### config.mk
export PLATFORM = sky130hd
export DESIGN_NAME = shell_word_splitter_with_cursor
export DESIGN_NICKNAME = d
export VERILOG_FILES = /design/src/rtl/core/swc_pkg.sv /design/src/rtl/core/swc_front.sv /design/src/rtl/core/swc_queue.sv /design/src/rtl/core/swc_back.sv /design/src/rtl/core/shell_word_splitter_with_cursor.sv
export SDC_FILE = /design/constraint.sdc
export NUM_CORES = 1
export LEC_CHECK = 0
export BUFFER_PORTS_ARGS = -buffer_cell sky130_fd_sc_hd__buf_2
export CORE_MARGIN = 2
export CORE_UTILIZATION = 61
export DETAILED_ROUTE_END_ITERATION = 16
export HOLD_SLACK_MARGIN = 0.1
export PLACE_DENSITY = 0.79
export RECOVER_POWER = 25
export SLEW_MARGIN = 15
export SYNTH_ARGS = -nofsm -noshare
export SYNTH_HDL_FRONTEND = slang
export SYNTH_SLANG_ARGS = --single-unit
### constraint.sdc
create_clock -name clk -period 6.5 [get_ports clk]
set_input_delay 0.65 -clock clk [delete_from_list [all_inputs] [get_ports clk]]
set_output_delay 0.65 -clock clk [all_outputs]
set_load 0.02 [all_outputs]
### src/rtl/core/swc_pkg.sv
package swc_pkg;

  localparam int QUEUE_DEPTH = 4;

  typedef enum logic [2:0] {
    LX_BETWEEN = 3'd0,
    LX_NORMAL  = 3'd1,
    LX_DQUOTE  = 3'd2,
    LX_SQUOTE  = 3'd3,
    LX_ESCAPE  = 3'd4,
    LX_QESCAPE = 3'd5
  } lex_state_t;

  localparam logic       OP_CHAR = 1'b0;
  localparam logic       OP_EOL  = 1'b1;

  localparam logic [1:0] KIND_CHAR    = 2'd0;
  localparam logic [1:0] KIND_END     = 2'd1;
  localparam logic [1:0] KIND_SUMMARY = 2'd2;

  localparam logic [20:0] CH_BSLASH = 21'h5C;
  localparam logic [20:0] CH_DQ     = 21'h22;
  localparam logic [20:0] CH_SQ     = 21'h27;

  localparam logic [11:0] WC_MAX = 12'hFFF;
  localparam logic [12:0] VL_MAX = 13'h1FFF;

  typedef struct packed {
    logic [1:0]  kind;
    logic [20:0] value_char;
    logic [11:0] word_index;
    logic [12:0] cursor_prefix_len;
    logic        cursor_in_word;
    logic        last;
  } res_t;

  typedef struct packed {
    logic two;
    res_t r0;
    res_t r1;
  } entry_t;

  typedef struct packed {
    logic   valid;
    entry_t entry;
  } slot_t;

endpackage

### src/rtl/core/swc_front.sv
module swc_front (
  input  logic             clk,
  input  logic             rst,
  input  logic             in_valid,
  output logic             in_stall,
  input  logic             op,
  input  logic [20:0]      ch,
  input  logic             at_cursor,
  input  logic             q_full,
  output swc_pkg::slot_t   push
);

  swc_pkg::lex_state_t lex, lex_next;
  logic [11:0] word_count, word_count_next;
  logic [12:0] value_length, value_length_next;
  logic        cursor_found, cursor_found_next;
  logic [11:0] cursor_word, cursor_word_next;
  logic [12:0] cursor_prefix, cursor_prefix_next;
  logic        cursor_before_first, cursor_before_first_next;
  logic        cursor_inside, cursor_inside_next;

  logic accept;
  logic blank;

  assign in_stall = q_full;
  assign accept   = in_valid && !q_full;
  assign blank    = ch inside {21'd32, [21'd9:21'd13]};

  always_ff @(posedge clk) begin
    if (rst) begin
      lex                 <= swc_pkg::LX_BETWEEN;
      word_count          <= '0;
      value_length        <= '0;
      cursor_found        <= 1'b0;
      cursor_word         <= '0;
      cursor_prefix       <= '0;
      cursor_before_first <= 1'b0;
      cursor_inside       <= 1'b0;
    end else begin
      lex                 <= lex_next;
      word_count          <= word_count_next;
      value_length        <= value_length_next;
      cursor_found        <= cursor_found_next;
      cursor_word         <= cursor_word_next;
      cursor_prefix       <= cursor_prefix_next;
      cursor_before_first <= cursor_before_first_next;
      cursor_inside       <= cursor_inside_next;
    end
  end

  always_comb begin
    logic [11:0]         wc_end;
    swc_pkg::res_t       sum;
    logic                keep;
    swc_pkg::lex_state_t eff;

    lex_next                 = lex;
    word_count_next          = word_count;
    value_length_next        = value_length;
    cursor_found_next        = cursor_found;
    cursor_word_next         = cursor_word;
    cursor_prefix_next       = cursor_prefix;
    cursor_before_first_next = cursor_before_first;
    cursor_inside_next       = cursor_inside;
    push                     = '0;
    wc_end                   = word_count;
    sum                      = '0;
    keep                     = 1'b0;
    eff                      = lex;

    if (accept) begin
      if (op == swc_pkg::OP_EOL) begin
        if (lex != swc_pkg::LX_BETWEEN) begin
          if (at_cursor && !cursor_found) begin
            cursor_found_next  = 1'b1;
            cursor_inside_next = 1'b1;
            cursor_word_next   = word_count;
            cursor_prefix_next = value_length;
          end
          push.entry.two           = 1'b1;
          push.entry.r0.kind       = swc_pkg::KIND_END;
          push.entry.r0.word_index = word_count;
          if (word_count < swc_pkg::WC_MAX) begin
            wc_end = word_count + 12'd1;
          end
        end else if (at_cursor && !cursor_found) begin
          cursor_found_next        = 1'b1;
          cursor_before_first_next = (word_count == 12'd0);
        end
        sum.kind = swc_pkg::KIND_SUMMARY;
        sum.last = 1'b1;
        if (cursor_found_next) begin
          if (cursor_inside_next) begin
            sum.word_index        = cursor_word_next;
            sum.cursor_prefix_len = cursor_prefix_next;
            sum.cursor_in_word    = 1'b1;
          end else if (!cursor_before_first_next) begin
            sum.word_index = wc_end;
          end
        end
        if (push.entry.two) begin
          push.entry.r1 = sum;
        end else begin
          push.entry.r0 = sum;
        end
        push.valid = 1'b1;

        lex_next                 = swc_pkg::LX_BETWEEN;
        word_count_next          = '0;
        value_length_next        = '0;
        cursor_found_next        = 1'b0;
        cursor_word_next         = '0;
        cursor_prefix_next       = '0;
        cursor_before_first_next = 1'b0;
        cursor_inside_next       = 1'b0;
      end else if (lex == swc_pkg::LX_BETWEEN && blank) begin
        if (at_cursor && !cursor_found) begin
          cursor_found_next        = 1'b1;
          cursor_before_first_next = (word_count == 12'd0);
        end
      end else begin
        eff      = (lex == swc_pkg::LX_BETWEEN) ? swc_pkg::LX_NORMAL : lex;
        lex_next = eff;
        if (at_cursor && !cursor_found) begin
          cursor_found_next  = 1'b1;
          cursor_inside_next = 1'b1;
          cursor_word_next   = word_count;
          cursor_prefix_next = value_length;
        end
        case (eff)
          swc_pkg::LX_NORMAL: begin
            if (blank) begin
              push.valid               = 1'b1;
              push.entry.r0.kind       = swc_pkg::KIND_END;
              push.entry.r0.word_index = word_count;
              push.entry.r0.last       = 1'b1;
              lex_next                 = swc_pkg::LX_BETWEEN;
              value_length_next        = '0;
              if (word_count < swc_pkg::WC_MAX) begin
                word_count_next = word_count + 12'd1;
              end
            end else if (ch == swc_pkg::CH_BSLASH) begin
              lex_next = swc_pkg::LX_ESCAPE;
            end else if (ch == swc_pkg::CH_DQ) begin
              lex_next = swc_pkg::LX_DQUOTE;
            end else if (ch == swc_pkg::CH_SQ) begin
              lex_next = swc_pkg::LX_SQUOTE;
            end else begin
              keep = 1'b1;
            end
          end
          swc_pkg::LX_DQUOTE: begin
            if (ch == swc_pkg::CH_DQ) begin
              lex_next = swc_pkg::LX_NORMAL;
            end else if (ch == swc_pkg::CH_BSLASH) begin
              lex_next = swc_pkg::LX_QESCAPE;
            end else begin
              keep = 1'b1;
            end
          end
          swc_pkg::LX_SQUOTE: begin
            if (ch == swc_pkg::CH_SQ) begin
              lex_next = swc_pkg::LX_NORMAL;
            end else begin
              keep = 1'b1;
            end
          end
          swc_pkg::LX_ESCAPE: begin
            lex_next = swc_pkg::LX_NORMAL;
            keep     = 1'b1;
          end
          swc_pkg::LX_QESCAPE: begin
            lex_next = swc_pkg::LX_DQUOTE;
            keep     = 1'b1;
          end
          default: begin
            lex_next = swc_pkg::LX_NORMAL;
            keep     = 1'b1;
          end
        endcase
        if (keep) begin
          push.valid               = 1'b1;
          push.entry.r0.kind       = swc_pkg::KIND_CHAR;
          push.entry.r0.value_char = ch;
          push.entry.r0.word_index = word_count;
          push.entry.r0.last       = 1'b1;
          if (value_length < swc_pkg::VL_MAX) begin
            value_length_next = value_length + 13'd1;
          end
        end
      end
    end
  end

endmodule

### src/rtl/core/swc_queue.sv
module swc_queue #(
  parameter int DEPTH = swc_pkg::QUEUE_DEPTH
) (
  input  logic           clk,
  input  logic           rst,
  input  swc_pkg::slot_t push,
  input  logic           pop,
  output logic           full,
  output swc_pkg::slot_t head
);

  localparam int PW = $clog2(DEPTH);
  localparam int CW = $clog2(DEPTH + 1);

  swc_pkg::entry_t mem [DEPTH];
  logic [PW-1:0] wr_ptr, rd_ptr;
  logic [CW-1:0] count;

  assign full       = (count == CW'(DEPTH));
  assign head.valid = (count != '0);
  assign head.entry = mem[rd_ptr];

  always_ff @(posedge clk) begin
    if (push.valid) begin
      mem[wr_ptr] <= push.entry;
    end
  end

  always_ff @(posedge clk) begin
    if (rst) begin
      wr_ptr <= '0;
      rd_ptr <= '0;
      count  <= '0;
    end else begin
      if (push.valid) begin
        wr_ptr <= (wr_ptr == PW'(DEPTH - 1)) ? '0 : wr_ptr + PW'(1);
      end
      if (pop) begin
        rd_ptr <= (rd_ptr == PW'(DEPTH - 1)) ? '0 : rd_ptr + PW'(1);
      end
      if (push.valid && !pop) begin
        count <= count + CW'(1);
      end else if (pop && !push.valid) begin
        count <= count - CW'(1);
      end
    end
  end

endmodule

### src/rtl/core/swc_back.sv
module swc_back (
  input  logic           clk,
  input  logic           rst,
  input  swc_pkg::slot_t head,
  output logic           pop,
  output logic           out_valid,
  input  logic           out_stall,
  output swc_pkg::res_t  res
);

  logic          out_valid_next;
  logic          phase, phase_next;
  swc_pkg::res_t res_next;

  always_ff @(posedge clk) begin
    if (rst) begin
      out_valid <= 1'b0;
      phase     <= 1'b0;
    end else begin
      out_valid <= out_valid_next;
      phase     <= phase_next;
    end
  end

  always_ff @(posedge clk) begin
    res <= res_next;
  end

  always_comb begin
    pop            = 1'b0;
    phase_next     = phase;
    out_valid_next = out_valid;
    res_next       = res;
    if (!out_valid || !out_stall) begin
      if (phase) begin
        res_next       = head.entry.r1;
        out_valid_next = 1'b1;
        pop            = 1'b1;
        phase_next     = 1'b0;
      end else if (head.valid) begin
        res_next       = head.entry.r0;
        out_valid_next = 1'b1;
        if (head.entry.two) begin
          phase_next = 1'b1;
        end else begin
          pop = 1'b1;
        end
      end else begin
        out_valid_next = 1'b0;
      end
    end
  end

endmodule

### src/rtl/core/shell_word_splitter_with_cursor.sv
// Shell-style word splitter with cursor tracking.
// Input channel (in_valid, in_stall): one transfer per line character (op = 0)
// or end of line (op = 1), with at_cursor marking the editing cursor position.
// Output channel (out_valid, out_stall): value characters, word ends and one
// cursor summary per line; last marks the final result of each input transfer.
// A new input transfer can be taken every cycle while the queue has room. The
// lexer state updates in the cycle of the transfer, and its first result
// passes through the queue and then the output register. An end of line
// inside an open word yields two results, which leave the output in turn.
// Between lexer and output sits a queue of QUEUE_DEPTH entries, one entry
// per input transfer that has results; in_stall is high exactly while that
// queue is full, so a stalled receiver backs up into the input only after
// the queue has filled. The output register holds its result while stalled.
// Reset returns the lexer to between words, clears all counters and cursor
// marks, and empties the queue; no clearing pass is needed.
module shell_word_splitter_with_cursor #(
  parameter int QUEUE_DEPTH = swc_pkg::QUEUE_DEPTH
) (
  input  logic        clk,
  input  logic        rst,
  input  logic        in_valid,
  output logic        in_stall,
  input  logic        op,
  input  logic [20:0] ch,
  input  logic        at_cursor,
  output logic        out_valid,
  input  logic        out_stall,
  output logic [1:0]  kind,
  output logic [20:0] value_char,
  output logic [11:0] word_index,
  output logic [12:0] cursor_prefix_len,
  output logic        cursor_in_word,
  output logic        last
);

  swc_pkg::slot_t push;
  swc_pkg::slot_t head;
  swc_pkg::res_t  res;
  logic           q_full;
  logic           pop;

  swc_front u_front (
    .clk       (clk),
    .rst       (rst),
    .in_valid  (in_valid),
    .in_stall  (in_stall),
    .op        (op),
    .ch        (ch),
    .at_cursor (at_cursor),
    .q_full    (q_full),
    .push      (push)
  );

  swc_queue #(
    .DEPTH (QUEUE_DEPTH)
  ) u_queue (
    .clk  (clk),
    .rst  (rst),
    .push (push),
    .pop  (pop),
    .full (q_full),
    .head (head)
  );

  swc_back u_back (
    .clk       (clk),
    .rst       (rst),
    .head      (head),
    .pop       (pop),
    .out_valid (out_valid),
    .out_stall (out_stall),
    .res       (res)
  );

  assign kind              = res.kind;
  assign value_char        = res.value_char;
  assign word_index        = res.word_index;
  assign cursor_prefix_len = res.cursor_prefix_len;
  assign cursor_in_word    = res.cursor_in_word;
  assign last              = res.last;

  a_summary_last: assert property (@(posedge clk) disable iff (rst)
    out_valid && kind == swc_pkg::KIND_SUMMARY |-> last)
    else $error("cursor summary without last");

  a_pair_follows: assert property (@(posedge clk) disable iff (rst)
    out_valid && !out_stall && !last |=> out_valid && kind == swc_pkg::KIND_SUMMARY)
    else $error("word end at end of line not followed by summary");

  a_char_only: assert property (@(posedge clk) disable iff (rst)
    out_valid && kind != swc_pkg::KIND_CHAR |-> value_char == 21'd0)
    else $error("value character set on a non-character result");

  a_no_push_full: assert property (@(posedge clk) disable iff (rst)
    in_stall |-> !push.valid)
    else $error("queue written while full");

endmodule
# == Word-level counts from Yosys, hierarchy flattened ==
# Memories as Yosys holds them, arrays and structs flattened. A register that Yosys moved wholly into a read port is not among the register bits.
# Cells that the tools add are included.
# classes
n_addsub,6
n_lt_le_gt_ge,4
n_eq_ne,12
mux,103
reduce_logical,27
# ops
cell,n
$mux W50,5
$mux W12,15
$mux W13,10
$mux W35,3
$mux W102,1
$eq A21 B6 Y1 const B,3
$mux W3,15
$mux W1,44
$mux W14,2
$mux W26,1
$eq A21 B7 Y1 const B,1
$ge A21 B4 Y1 const B,1
$le A21 B4 Y1 const B,1
$add A13 B1 Y13 const B,1
$lt A13 B13 Y1 const B,1
$add A12 B1 Y12 const B,1
$logic_not A12 Y1,1
$lt A12 B12 Y1 const B,1
$pmux W3 S4,1
$reduce_bool A2 Y1,6
$mux W2,5
$eq A3 B2 Y1 const B,2
$eq A3 B3 Y1 const B,2
$logic_and A1 B1 Y1,6
13 further kinds,23
# word_totals
reg_bits,115
ramBits,404
input_bits,27
output_inout_bits,52
wordCells,172
memories,1
# memory_table
memory,depth,word_bits,read_ports,rd_ports_with_merged_regs,wr,line,rtl
u_queue.mem,4,101,1,1,1,swc_queue.sv:15,swc_pkg::entry_t mem [DEPTH];

# == Logic depth before layout (Yosys ltp) ==
# depth
word_depth,17
mapped_depth,15
ltp_nobuf,12

# == Cells and area by module ==
# From an unflattened synthesis, not the netlist that was laid out.
# unflattened
cells_unflattened,1346
area_unflattened_um2,22068.7
# by_module_without_submodules
module,instances,cells_per_inst,area_per_inst_um2,seq_area_each_um2
swc_queue,1,571,15018.2,12311.8
swc_front,1,658,4590.7,1121.1
swc_back,1,117,2459.9,1541.5

# == Worst setup path after synthesis ==
# OpenSTA, ideal clock, no wires.
# synth_path
kind,input to register
start,input out_stall
end,register u_queue.count[2]
setup_time_ns,0.070
arrival_ns,4.519
required_ns,6.430
slack_ns,1.911
cell_stages,9
n_path_buf,0
path_cell_list,a21oi_1 > nor2b_1 > inv_1 > ha_1 > inv_1 > fa_1 > xor2_1 > or3_1 > a21oi_1
# synth_via
elab_chain_cells,6
word_cells_on_any_way,8
classes_between,mux (2); reduce/logical (6)
# synth_rtl
item,line,rtl
start: declaration,shell_word_splitter_with_cursor.sv:27,"input logic out_stall,"
$logic_not A1 Y1 (*),swc_back.sv:34,if (!out_valid || !out_stall) begin
$logic_or A1 B1 Y1 (*),swc_back.sv:34,
$mux W1 (*),swc_back.sv:34,
$logic_not A1 Y1,swc_queue.sv:41,if (push.valid && !pop) begin
$logic_and A1 B1 Y1,swc_queue.sv:41,
$mux W3 or $reduce_bool A2 Y1 (tied branches),-,
end signal: assignment,swc_queue.sv:42,count <= count + CW'(1);
end signal: assignment,swc_queue.sv:44,count <= count - CW'(1);
end: declaration,swc_queue.sv:17,logic [CW-1:0] count;
# Mark *: on every way between the ends. The rest lies on a longest branch, timed or not.
# A chain may end at the register's enable or synchronous reset.

==> results.yml <==
global_routing:
  antenna_found_initial: 0
  grt_max_degree: 62
  grt_pass1_vias: 10543
  grt_usage: 0.252
  grt_pass1_wl_um: 59300
  overflow: 0
worst_setup_path:
  worstPathArrival_ns: 4.96
  crit_slowest_cell: "dfxtp_1"
  crit_path_end_kind: "register"
  cp_max_fo: 38
  critical_path_buf_inv_count: 2
  cp_data_required_time_ns: 6.96
  path_cells: "mux4_2 -> nor2b_1 -> nor2b_1 -> inv_1 -> ha_1 -> inv_1 -> fa_1 -> xor2_1 -> or3_1 -> a21oi_1"
  slowest_delay_ns: 2.04
  rrSetupSlack_ns: 2.00
  crit_type: "register to register"
  path_delay_family: "flip-flops"
  start_kind: "register"
finish:
  final_core_util: 0.687
  synthToLayoutAreaGrowth_pct: 10.6
  final_cell_mix: "358 x edfxtp_1, 109 x nor2_1, 77 x mux4_2, 65 x dfxtp_1, 63 x clkbuf_1"
  final_common_cell: "edfxtp_1"
  nets: 1257
  num_antenna_cells: 0
  drive_gt1_frac: 0.184
synthesis:
  synth_flop_cell: "edfxtp_1"
  synth_cells: 1168
  yosysTopAreaCell: "edfxtp_1"
  synth_area_mm2: 0.0179
  synth.area.top_cells: "edfxtp_1 60%, mux4_2 9.7%, dfxtp_1 7.5%, nor2_1 2.3%, mux2_2 1.6%"
  synth_edf_count: 358
  yosysSeqAreaShare: 0.676
  synth.avg_cell_area_um2: 15.3
  syn-num-nets: 1205
  synthArstFlopShare: 0
  ys_warn_count: 0
  ys_types: 80
  synth_seq_cells: 425
  synth_top_area_frac: 0.601
worst_hold_path:
  hold_class: "primary input to register"
place:
  hpwl_um: 22400
  place.gp.congestion: 0.927
  portBuffers: 78
route:
  viasPerCell: 6.36
  dr_wl_met2_um: 19100
  remaining_drc_errors: 0
  dr.pass1.iters: 7
  wl_um: 37700
  wl_per_cell_um: 23.0
  met1Wirelength_um: 15400
  vias: 10414
  wl_met3_um: 2340
  antenna_left: 0
  top_layer: "met4"
  drtIter0Drc: 1313
pwr:
  powerDensity_mw_per_mm2: 384
  vdd_drop_max_uv: 231
  power_leakage_uw: 0.00647
clock_network:
  post_cts_buffers: 0
  cts_tree: "built"
  clk_pin_slew_worst_paths_ns: 0.06
  cts_buffers: 42
  htree_levels: 2
  cts_sinks: 425
  clock_path_buffers: 3
  ctsRootBufferMaster: "clkbuf_16"
  ctsResizeCount: 0
  clkLatencyLatePin_ns: 0.54
  cts_hold_buffers: 0
floorplan:
  fp.dieW_um: 175
  die-area_mm2: 0.0307
  coreArea_mm2: 0.0288
  io_pins: 79
  start_util: 0.621
  die_y_um: 175
  rows: 62
sta:
  setup_viol: 0
  final_hold_viol_count: 0
  setup_tns_ns: 0
  skew_ns: 0.0137
  maxSlewViolCount: 90
  fin_crit_sh: 0.692
  worst_slew_pin_slew_ns: 3.37
  min_period_ns: 4.50
  slew_headroom: -1.24
  fmax_mhz: 222
  rsz0062_at_grt: "no"
job:
  cap_violations: 2
status:
  violations: "max-capacitance violations, max-slew violations"
  outcome: "finished, violations left"
==> synthesized netlist by cell type (all sizes together), types with 10 or more instances <==
cell / instances
edfxtp: 358
nor2: 110
mux4: 77
dfxtp: 67
nand2: 51
clkbuf: 48
a21oi: 47
buf: 33
nor2b: 32
a22oi: 30
and3: 27
mux2: 27
nand3: 26
o21ai: 23
inv: 18
mux2i: 16
nor3: 15
nor4: 13
and2: 11
nand2b: 11
or3: 10
==> kinds of logic after synthesis <==
group / Yosys count / share of synthesized area
AOI/OAI and AO/OA: 165 / 0.0642
buffers and inverters: 99 / 0.0240
DFF: 425 / 0.676
muxes: 120 / 0.123
xor gates and xnor gates: 8 / 0.00392
and+or+nand+nor: 341 / 0.101
adders and majority gates: 10 / 0.00742
==> flip-flops by register name (all words and copies together), names as in the netlist, 2 cells and up, named ones only <==
| register | flops |
|---|---|
| u_queue.mem | 308 |
| u_back.res | 50 |
| u_front.cursor_prefix | 13 |
| u_front.value_length | 13 |
| u_front.cursor_word | 12 |
| u_front.word_count | 12 |
| u_front.lex | 3 |
| u_queue.count | 3 |
| u_queue.rd_ptr | 2 |
| u_queue.wr_ptr | 2 |
==> final cells by class <==
cell class,count,area (um^2)
fill,1936,9000
clock inverter,14,123
inverter,18,67.6
tap,384,480
clock buffer,63,1260
timing repair buffer,89,400
sequential,425,12100
multi-input combinational,644,5350
==> stage by stage <==
| step | cell area, um^2 | setup slack (ns) | hold WS (ns) | total power, uW | instances |
|---|---|---|---|---|---|
| 6_report | 19800 | 2.00 | 0.446 | 7590 | 1637 |
| 5_1_grt | 19800 | 1.43 | 0.475 | 7890 | 1637 |
| 3_3_place_gp | 18500 | 2.43 | 0.474 | 5230 | 1560 |
| 3_5_place_dp | 18500 | 2.26 | 0.478 | 5290 | 1560 |
| 2_1_floorplan | 17900 | 1.91 | 0.457 | 4800 | 1168 |
| 4_1_cts | 19900 | 2.71 | 0.434 | 7680 | 1637 |
==> worst min-delay path, stage by stage <==
cell	delay (ns)
buf_2	0.14
nand3_1	0.09
a21oi_1	0.06
==> final timing paths <==
path                                        startpoint                     end  cells after the start
worst max-delay path                          register        u_queue.count[2]                     10
worst min-delay path                         out_stall            u_back.phase                      3
worst max register to register                register        u_queue.count[2]                     10
worst min register to register  u_front.cursor_word[5]  u_front.cursor_word[5]                      2
==> where the power goes <==
part           switching [uW]  internal (uW)  total, uW  leakage, uW
registers                 191           3440       3630      0.00395
logic                     930            634       1560      0.00184
clock network             975           1420       2400     0.000685
total                    2100           5490       7590      0.00647
==> routing by layer <==
metal / global-route usage / vias up
met5: 0 / -
met4: 0.0747 / 0
met3: 0.0394 / 86
met2: 0.424 / 409
met1: 0.345 / 5263
li1: - / 4656
Note: power is estimated with default switching activity, not from simulation.
